### src/hdl/lpmd_pkg.sv
// Package for the length-prefixed message deframer.
// Holds the item types and header constants; used by every module in hdl/.
`default_nettype none

package lpmd_pkg;

  // Header is one type byte followed by a four-byte big-endian length
  localparam int unsigned HeaderLen = 5;
  localparam int unsigned HdrCntW   = 3;
  localparam int unsigned LenW      = 32;

  localparam logic [HdrCntW-1:0] HDR_TYPE = 3'd0;
  localparam logic [HdrCntW-1:0] HDR_DONE = 3'(HeaderLen);

  // Input item kinds
  localparam logic KIND_DATA  = 1'b0;
  localparam logic KIND_CLEAR = 1'b1;

  typedef struct packed {
    logic       kind;
    logic [7:0] data_byte;
  } in_item_t;

  typedef struct packed {
    logic [7:0] message_type;
    logic [7:0] payload_byte;
    logic       empty_message;
    logic       last_of_message;
  } out_item_t;

  // Result handed from the parser to the output buffer
  typedef struct packed {
    logic      valid;
    out_item_t item;
  } lpmd_res_t;

endpackage

`default_nettype wire

### src/hdl/lpmd_parser.sv
// Header/payload parser for the deframer: holds the framing state and forms
// at most one result per accepted byte. Depends on lpmd_pkg.
`default_nettype none

module lpmd_parser (
  input  wire logic                      clk,
  input  wire logic                      rst_n,
  input  wire logic                      accept,
  input  wire lpmd_pkg::in_item_t        in_item,
  output lpmd_pkg::lpmd_res_t            res,
  output logic [lpmd_pkg::HdrCntW-1:0]   header_count
);
  import lpmd_pkg::*;

  logic [HdrCntW-1:0] hdr_cnt_r, hdr_cnt_nxt;
  logic [7:0]         type_r, type_nxt;
  logic [LenW-1:0]    len_r, len_nxt;
  logic [LenW-1:0]    rem_r, rem_nxt;

  logic               in_payload;
  logic [HdrCntW-1:0] eff_cnt;
  logic [HdrCntW-1:0] cnt_inc;
  logic [LenW-1:0]    eff_len;
  logic [LenW-1:0]    len_shifted;
  logic [LenW-1:0]    rem_dec;

  // Payload phase only while bytes are still due; otherwise start a header
  always_comb begin
    in_payload  = (hdr_cnt_r >= HDR_DONE) && (rem_r != '0);
    eff_cnt     = (hdr_cnt_r >= HDR_DONE) ? HDR_TYPE : hdr_cnt_r;
    eff_len     = (hdr_cnt_r >= HDR_DONE) ? '0 : len_r;
    cnt_inc     = eff_cnt + HdrCntW'(1);
    len_shifted = {eff_len[LenW-9:0], in_item.data_byte};
    rem_dec     = rem_r - LenW'(1);
  end

  // Next framing state and result for the accepted byte
  always_comb begin
    hdr_cnt_nxt = hdr_cnt_r;
    type_nxt    = type_r;
    len_nxt     = len_r;
    rem_nxt     = rem_r;
    res         = '0;
    res.item.message_type = type_r;
    if (accept) begin
      if (in_item.kind == KIND_CLEAR) begin
        hdr_cnt_nxt = HDR_TYPE;
        type_nxt    = '0;
        len_nxt     = '0;
        rem_nxt     = '0;
      end else if (!in_payload) begin
        if (eff_cnt == HDR_TYPE) begin
          type_nxt    = in_item.data_byte;
          len_nxt     = '0;
          hdr_cnt_nxt = HdrCntW'(1);
        end else begin
          len_nxt     = len_shifted;
          hdr_cnt_nxt = cnt_inc;
          if (cnt_inc == HDR_DONE) begin
            if (len_shifted == '0) begin
              res.valid                = 1'b1;
              res.item.empty_message   = 1'b1;
              res.item.last_of_message = 1'b1;
              hdr_cnt_nxt              = HDR_TYPE;
            end else begin
              rem_nxt = len_shifted;
            end
          end
        end
      end else begin
        rem_nxt                  = rem_dec;
        res.valid                = 1'b1;
        res.item.payload_byte    = in_item.data_byte;
        res.item.last_of_message = (rem_dec == '0);
        if (rem_dec == '0) begin
          hdr_cnt_nxt = HDR_TYPE;
          len_nxt     = '0;
        end
      end
    end
  end

  always_ff @(posedge clk) begin
    if (!rst_n) begin
      hdr_cnt_r <= HDR_TYPE;
      type_r    <= '0;
      len_r     <= '0;
      rem_r     <= '0;
    end else begin
      hdr_cnt_r <= hdr_cnt_nxt;
      type_r    <= type_nxt;
      len_r     <= len_nxt;
      rem_r     <= rem_nxt;
    end
  end

  assign header_count = hdr_cnt_r;

endmodule

`default_nettype wire

### src/hdl/lpmd_outbuf.sv
// Output register with a skid stage for the deframer's result channel.
// Lets the parser take a byte while a result waits. Depends on lpmd_pkg.
`default_nettype none

module lpmd_outbuf (
  input  wire logic                 clk,
  input  wire logic                 rst_n,
  input  wire lpmd_pkg::lpmd_res_t  res,
  output logic                      full,
  output logic                      out_valid,
  output lpmd_pkg::out_item_t       out_item,
  input  wire logic                 out_stall
);
  import lpmd_pkg::*;

  logic      main_vld_r, main_vld_nxt;
  logic      skid_vld_r, skid_vld_nxt;
  out_item_t main_r, main_nxt;
  out_item_t skid_r, skid_nxt;
  logic      pop;

  // Refill the output register from the skid stage first, then from the parser
  always_comb begin
    pop          = main_vld_r && !out_stall;
    main_vld_nxt = main_vld_r;
    skid_vld_nxt = skid_vld_r;
    main_nxt     = main_r;
    skid_nxt     = skid_r;
    if (skid_vld_r) begin
      if (pop) begin
        main_nxt     = skid_r;
        skid_vld_nxt = 1'b0;
      end
    end else if (res.valid) begin
      if (!main_vld_r || pop) begin
        main_nxt     = res.item;
        main_vld_nxt = 1'b1;
      end else begin
        skid_nxt     = res.item;
        skid_vld_nxt = 1'b1;
      end
    end else if (pop) begin
      main_vld_nxt = 1'b0;
    end
  end

  always_ff @(posedge clk) begin
    if (!rst_n) begin
      main_vld_r <= 1'b0;
      skid_vld_r <= 1'b0;
    end else begin
      main_vld_r <= main_vld_nxt;
      skid_vld_r <= skid_vld_nxt;
    end
  end

  // Payload registers hold without reset
  always_ff @(posedge clk) begin
    main_r <= main_nxt;
    skid_r <= skid_nxt;
  end

  assign full      = skid_vld_r;
  assign out_valid = main_vld_r;
  assign out_item  = main_r;

endmodule

`default_nettype wire

### src/hdl/length_prefixed_message_deframer.sv
// Length-prefixed message deframer: one stream byte per item, results tagged
// with the message type. Results are registered in the output buffer before
// out_valid. Throughput 1 byte per cycle while in_stall is low; the framing
// state and length counter update in the accept cycle. in_stall rises only
// when the skid stage is occupied. Synchronous active-low reset returns the
// parser to the start of a header and empties the output buffer.
`default_nettype none

module length_prefixed_message_deframer (
  input  wire logic              clk,
  input  wire logic              rst_n,
  input  wire logic              in_valid,
  output logic                   in_stall,
  input  wire lpmd_pkg::in_item_t in_item,
  output logic                   out_valid,
  input  wire logic              out_stall,
  output lpmd_pkg::out_item_t    out_item
);
  import lpmd_pkg::*;

  logic               accept;
  lpmd_res_t          res;
  logic               buf_full;
  logic [HdrCntW-1:0] header_count;

  // Take a byte whenever the skid stage is free
  assign accept   = in_valid && !buf_full;
  assign in_stall = buf_full;

  lpmd_parser u_parser (
    .clk          (clk),
    .rst_n        (rst_n),
    .accept       (accept),
    .in_item      (in_item),
    .res          (res),
    .header_count (header_count)
  );

  lpmd_outbuf u_outbuf (
    .clk       (clk),
    .rst_n     (rst_n),
    .res       (res),
    .full      (buf_full),
    .out_valid (out_valid),
    .out_item  (out_item),
    .out_stall (out_stall)
  );

  // A clear item sends the parser back to the type byte
  a_clear_resets: assert property (@(posedge clk) disable iff (!rst_n)
    (accept && in_item.kind == KIND_CLEAR) |=> (header_count == HDR_TYPE))
    else $error("header count not cleared after clear item");

  // Header count never passes the header length
  a_count_range: assert property (@(posedge clk) disable iff (!rst_n)
    header_count <= HDR_DONE)
    else $error("header count out of range");

  // The skid stage only fills behind a held output register
  a_skid_order: assert property (@(posedge clk) disable iff (!rst_n)
    in_stall |-> out_valid)
    else $error("skid stage full with empty output register");

  // An empty-message result is always the last of its message
  a_empty_last: assert property (@(posedge clk) disable iff (!rst_n)
    (res.valid && res.item.empty_message) |-> res.item.last_of_message)
    else $error("empty message result not marked last");

endmodule

`default_nettype wire
### config.mk
export PLATFORM = sky130hd
export DESIGN_NAME = length_prefixed_message_deframer
export DESIGN_NICKNAME = d
export VERILOG_FILES = /design/src/hdl/lpmd_pkg.sv /design/src/hdl/lpmd_parser.sv /design/src/hdl/lpmd_outbuf.sv /design/src/hdl/length_prefixed_message_deframer.sv
export SDC_FILE = /design/constraint.sdc
export NUM_CORES = 1
export LEC_CHECK = 0
export ABC_AREA = 1
export BUFFER_PORTS_ARGS = -buffer_cell sky130_fd_sc_hd__buf_2
export CAP_MARGIN = 10
export CORE_MARGIN = 8
export CORE_UTILIZATION = 35
export CTS_BUF_LIST = sky130_fd_sc_hd__clkbuf_4 sky130_fd_sc_hd__clkbuf_8 sky130_fd_sc_hd__clkbuf_16
export DETAILED_ROUTE_END_ITERATION = 16
export GPL_ROUTABILITY_DRIVEN = 0
export PLACE_DENSITY_LB_ADDON = 0.15
export SYNTH_ARGS = -nofsm -noshare
export SYNTH_HDL_FRONTEND = slang
export SYNTH_HIERARCHICAL = 1
export SYNTH_SLANG_ARGS = --single-unit
### constraint.sdc
create_clock -name clk -period 2.8 [get_ports clk]
set_input_delay 0.42 -clock clk [delete_from_list [all_inputs] [get_ports clk]]
set_output_delay 0.42 -clock clk [all_outputs]
set_load 0.03 [all_outputs]
; ---- Yosys cells after proc, flatten, opt, wreduce, memory -nomap -nowiden
; Cells that the tools add are included.
[totals]
word_cells = 93
inputBits = 13
ff_bits = 105
out_inout_bits = 20
[op_classes]
n_addsub = 2
reduce_logical = 22
mux = 45
order_cmp = 1
n_eq_ne = 7
bitwise = 2
[op_table]
columns = op, n
row1 = 32-bit 2-to-1 mux, 5
row2 = 24-bit 2-to-1 mux, 5
row3 = 18-bit 2-to-1 mux, 4
row4 = 32-bit zero test, 2
row5 = 8-bit 2-to-1 mux, 4
row6 = 32-bit nonzero test, 1
row7 = "32-bit by 1-bit subtractor with 32-bit output, second input constant", 1
row8 = 3-bit 2-to-1 mux, 7
row9 = 10-bit 2-to-1 mux, 2
row10 = 1-bit 2-to-1 mux, 15
row11 = 3-bit AND reduction, 4
row12 = 2-bit nonzero test, 4
row13 = 2-bit 2-to-1 mux, 3
row14 = "3-bit by 2-bit inequality test with 1-bit output, second input constant", 2
row15 = "2-bit inequality test, second input constant", 2
row16 = 4-bit AND reduction, 1
row17 = "3-bit by 1-bit adder with 3-bit output, second input constant", 1
row18 = "3-bit equality test, second input constant", 1
row19 = "3-bit greater-or-equal comparator, second input constant", 1
row20 = 1-bit logical AND, 3
row21 = 1-bit zero test, 3
row22 = 3-bit zero test, 1
row23 = "3-bit inequality test, second input constant", 1
row24 = 3-bit nonzero test, 1
row25 = other kinds (4), 5

; ---- Depth between registers and ports, before layout
[logic_depth]
depth_word = 12
depth_mapped = 18
depth_no_buf = 17

; ---- Hierarchy
; The synthesis kept the hierarchy.
[by_module_without_submodules]
columns = module, area_per_inst_um2, n_inst, seq_area_each_um2, cells_each
row1 = lpmd_parser, 4586.9, 1, 1341.3, 800
row2 = lpmd_outbuf, 1428.9, 1, 1121.1, 113
row3 = length_prefixed_message_deframer, 10.0, 1, 0.0, 2

; ---- Worst setup path after synthesis
; Ideal clock, no wire load.
[synth_timing]
path_type = register to register
from = reg u_parser.hdr_cnt_r[0], in the netlist u_parser/header_count[0]
to = reg u_outbuf.main_r (netlist bit u_outbuf/out_item[0]) (enable)
period_less_slack_ns = 2.925
arrival_ns = 2.526
setup_time_ns = 0.399
stages_incl_launch_ff = 17
path_buffers = 2
setup_slack_ns = -0.125
required_ns = 2.401
cell_sequence = dfxtp_1 nor2_1 nor2_1 buf_4 buf_6 nor2_1 inv_1 nand3_1 nor2_1 nand3_1 inv_1 nand4_1 nand2_1 nand3_1 inv_1 nand2_1 a21oi_1
[synth_rtl]
columns = item, line
row1 = "start, declared", lpmd_parser.sv:15  ; logic [HdrCntW-1:0] hdr_cnt_r, hdr_cnt_nxt;
row2 = "start signal, assigned", lpmd_parser.sv:90  ; hdr_cnt_r <= hdr_cnt_nxt;
row3 = "end signal, assigned", lpmd_outbuf.sv:59  ; main_r <= main_nxt;
row4 = "end, declared", lpmd_outbuf.sv:18  ; out_item_t main_r, main_nxt;

==> impl_metrics.toml <==
[sta]
drv_slew = 0
clock_skew_ns = 0.007542
final_hold_viol_count = 0
layout_setup_ws_ns = 0.2254
tightest_slew_ns = 0.6346
finalSetupViolations = 0
min_period_ns = 2.575
fmax_mhz = 388.4
relSlewSlack_pct = 57.65
setup_tns_ns = 0
fin_crit_sh_pct = 91.95
hold_slack_ns = 0.3394

[cts]
clock_path_buffers = 2
hold_buffers = 0
cts_tree = "yes"
cts_buffers = 9
numClockSinks = 105
htreeDepth = 3
path_clk_slew_ns = 0.08
cts_root_buf = "clkbuf_16"
clock_latency_ns = 0.36

[synth]
yosys.area.top_type = "dfxtp_1"
ys_top_cells_by_area = "dfxtp_1, edfxtp_1, nand2_1"
synthCells = 915
ys.flop_type = "dfxtp_1"
ys_seq_elements = 105
synth_top_area_share_pct = 22.92
ys_types = 37
syn_avg_cell_area_sq_um = 6.586
syn_nets = 933
ys_seq_area_share_pct = 40.86
yosys_warnings = 6
syn_area_sq_um = 6026
async_flop_share_pct = 0
synth_edf_count = 36

[critical_path]
cpMaxStageDelayCell = "dfxtp_2"
path_max_fanout = 10
cp_cell_sequence = "nor2_1 -> nor2_2 -> inv_2 -> buf_4 -> o21ai_0 -> nand2_1 -> nor3_1 -> nand3_1 -> inv_1 -> nand4_1 -> nand2_1 -> nand3_1 -> inv_2 -> inv_1 -> nor2_2 -> nand2_1 -> inv_2 -> clkbuf_16"
worst_setup_path_start_kind = "register"
path_class = "reg -> reg"
end_kind = "register"
required_ns = 2.88
critPathTopFamily = "simple AND/OR/NAND/NOR gates"
cp_num_buf_inv = 7
cp.arrival_ns = 2.66
cpPeakStageDelay_ns = 0.34

[pwr]
power_mw = 3.624
share_seq_of_total_power_pct = 45.9
ir_worst_vdd_mv = 0.3354
p_leak_nw = 3.033
p_clk_share_pct = 37.0
p_int_mw = 2.458
swShare_pct = 32.18
switchingPower_mw = 1.166
powerDensity_nw_per_um2 = 526.7
power_frac_comb_pct = 17.0

[cells_and_area]
fin_area_sq_um = 6882
antenna_cells = 0
drive_gt1_share_pct = 12.28
most-common-layout-cells = "nand2_1, nor2_1, inv_1, dfxtp_1, o21ai_0"
final_common_cell = "nand2_1"
layout.nets = 966
instances_no_fill = 1178
final_util_pct = 40.35
area_delta_synth_final_pct = 14.20

[placement]
dpl.hpwl_mm = 14.03
post-place-ws_ns = 0.09338
port_buffers = 32
dp_cells = 1160
placed_area_sq_um = 6510

[grt]
antenna_found_initial = 0
grtUsageTotal_pct = 17.22
grt_pass1_vias = 5407
grt_pass1_wl_mm = 29.95
grt_max_degree = 33
overflow = 0

[flow_run]
maxCapViolations = 0

[drt]
wl_per_cell_um = 15.79
via_count = 5819
drt_iter0_drc = 438
ant_nets = 0
wirelength_mm = 18.60
drtPass1Iterations = 6
viasPerCell = 4.940
drc_errors = 0

[floorplanning]
ios = 33
start_util_pct = 35.33
die_h_um = 147.2
die_area_sq_um = 21670
row_count = 48
core_area_sq_um = 17060
die_x_um = 147.2

[run_status]
status = "finished clean"

[worst_hold_path]
hp-class = "in -> reg"
==> path summary, 6_finish.rpt <==
check	slack [ns]	startpoint	end	cells after the start
setup / recovery	0.23	u_parser/header_count[0]	u_outbuf/skid_r[10]	18
hold / removal	0.34	in_item[0]	u_parser/len_r[0]	3
setup reg to reg	0.23	u_parser/header_count[0]	u_outbuf/skid_r[10]	18
hold reg to reg	0.47	u_parser/type_r[4]	u_parser/type_r[4]	2
==> power groups by stage <==
| stage | registers (mW) | clock network, mW | logic (mW) |
|---|---|---|---|
| global route | 1.67 | 1.44 | 0.703 |
| global placement | 1.70 | 0 | 0.609 |
| detailed placement | 1.70 | 0 | 0.608 |
| floorplan | 1.68 | 0 | 0.443 |
| CTS | 1.66 | 1.39 | 0.611 |
| finish | 1.66 | 1.34 | 0.617 |
==> cell usage after synthesis, types with 2 or more instances <==
library cell	instances
nand2_1	256
nor2_1	188
inv_1	91
dfxtp_1	69
o21ai_0	57
a21oi_1	50
nand3_1	50
edfxtp_1	36
clkbuf_1	15
buf_2	12
nor2_2	10
nor3_1	10
o21ai_1	9
nand2_2	8
nand4_1	8
inv_2	6
ha_1	5
buf_6	4
buf_4	3
nand3b_1	3
nor2_4	3
o22ai_1	3
a32o_1	2
buf_1	2
nor4_1	2
xnor2_1	2
==> per-layer routing <==
metal,share of wire [%],vias to the layer above,GRT usage [%]
li1,-,2966,-
met4,1.8,0,4.691
met5,0,-,0
met1,49,2689,24.30
met3,5.0,23,2.891
met2,45,141,26.47
==> worst min-delay path: stages <==
cell	delay (ns)
buf_2	0.12
nand2_1	0.06
a21oi_1	0.05
==> layout make-up <==
cell class              instances  area (sq um)
clock buffers                   9         225.2
clock inverters                 7         88.84
fillers                      1854         10170
inverters                      97         364.1
multi-input cells             677          3034
flip-flops and latches        105          2465
well taps                     225         281.5
repair buffers                 58         422.9
==> cells by family after synthesis <==
family / after synthesis / synth area share (%)
fa+ha+maj: 5 / 1.038
buf+inv: 133 / 9.219
simple gates: 543 / 37.44
xor+xnor: 3 / 0.4361
flops: 105 / 40.86
compound gates: 126 / 11.01
==> repair_timing <==
item,in CTS,in global routing
buffers inserted,0,1
endpoints found under the setup margin,0,94
gates resized for setup,0,11
==> registers in the layout, indices dropped and copies added, names as in the netlist <==
| signal | count |
|---|---|
| u_parser/rem_r | 32 |
| u_parser/len_r | 24 |
| u_outbuf/out_item | 18 |
| u_outbuf/skid_r | 18 |
| u_parser/type_r | 8 |
| u_parser/header_count | 3 |
| u_outbuf/full | 1 |
| u_outbuf/out_valid | 1 |
No activity file was read; power rests on OpenSTA's default activity.
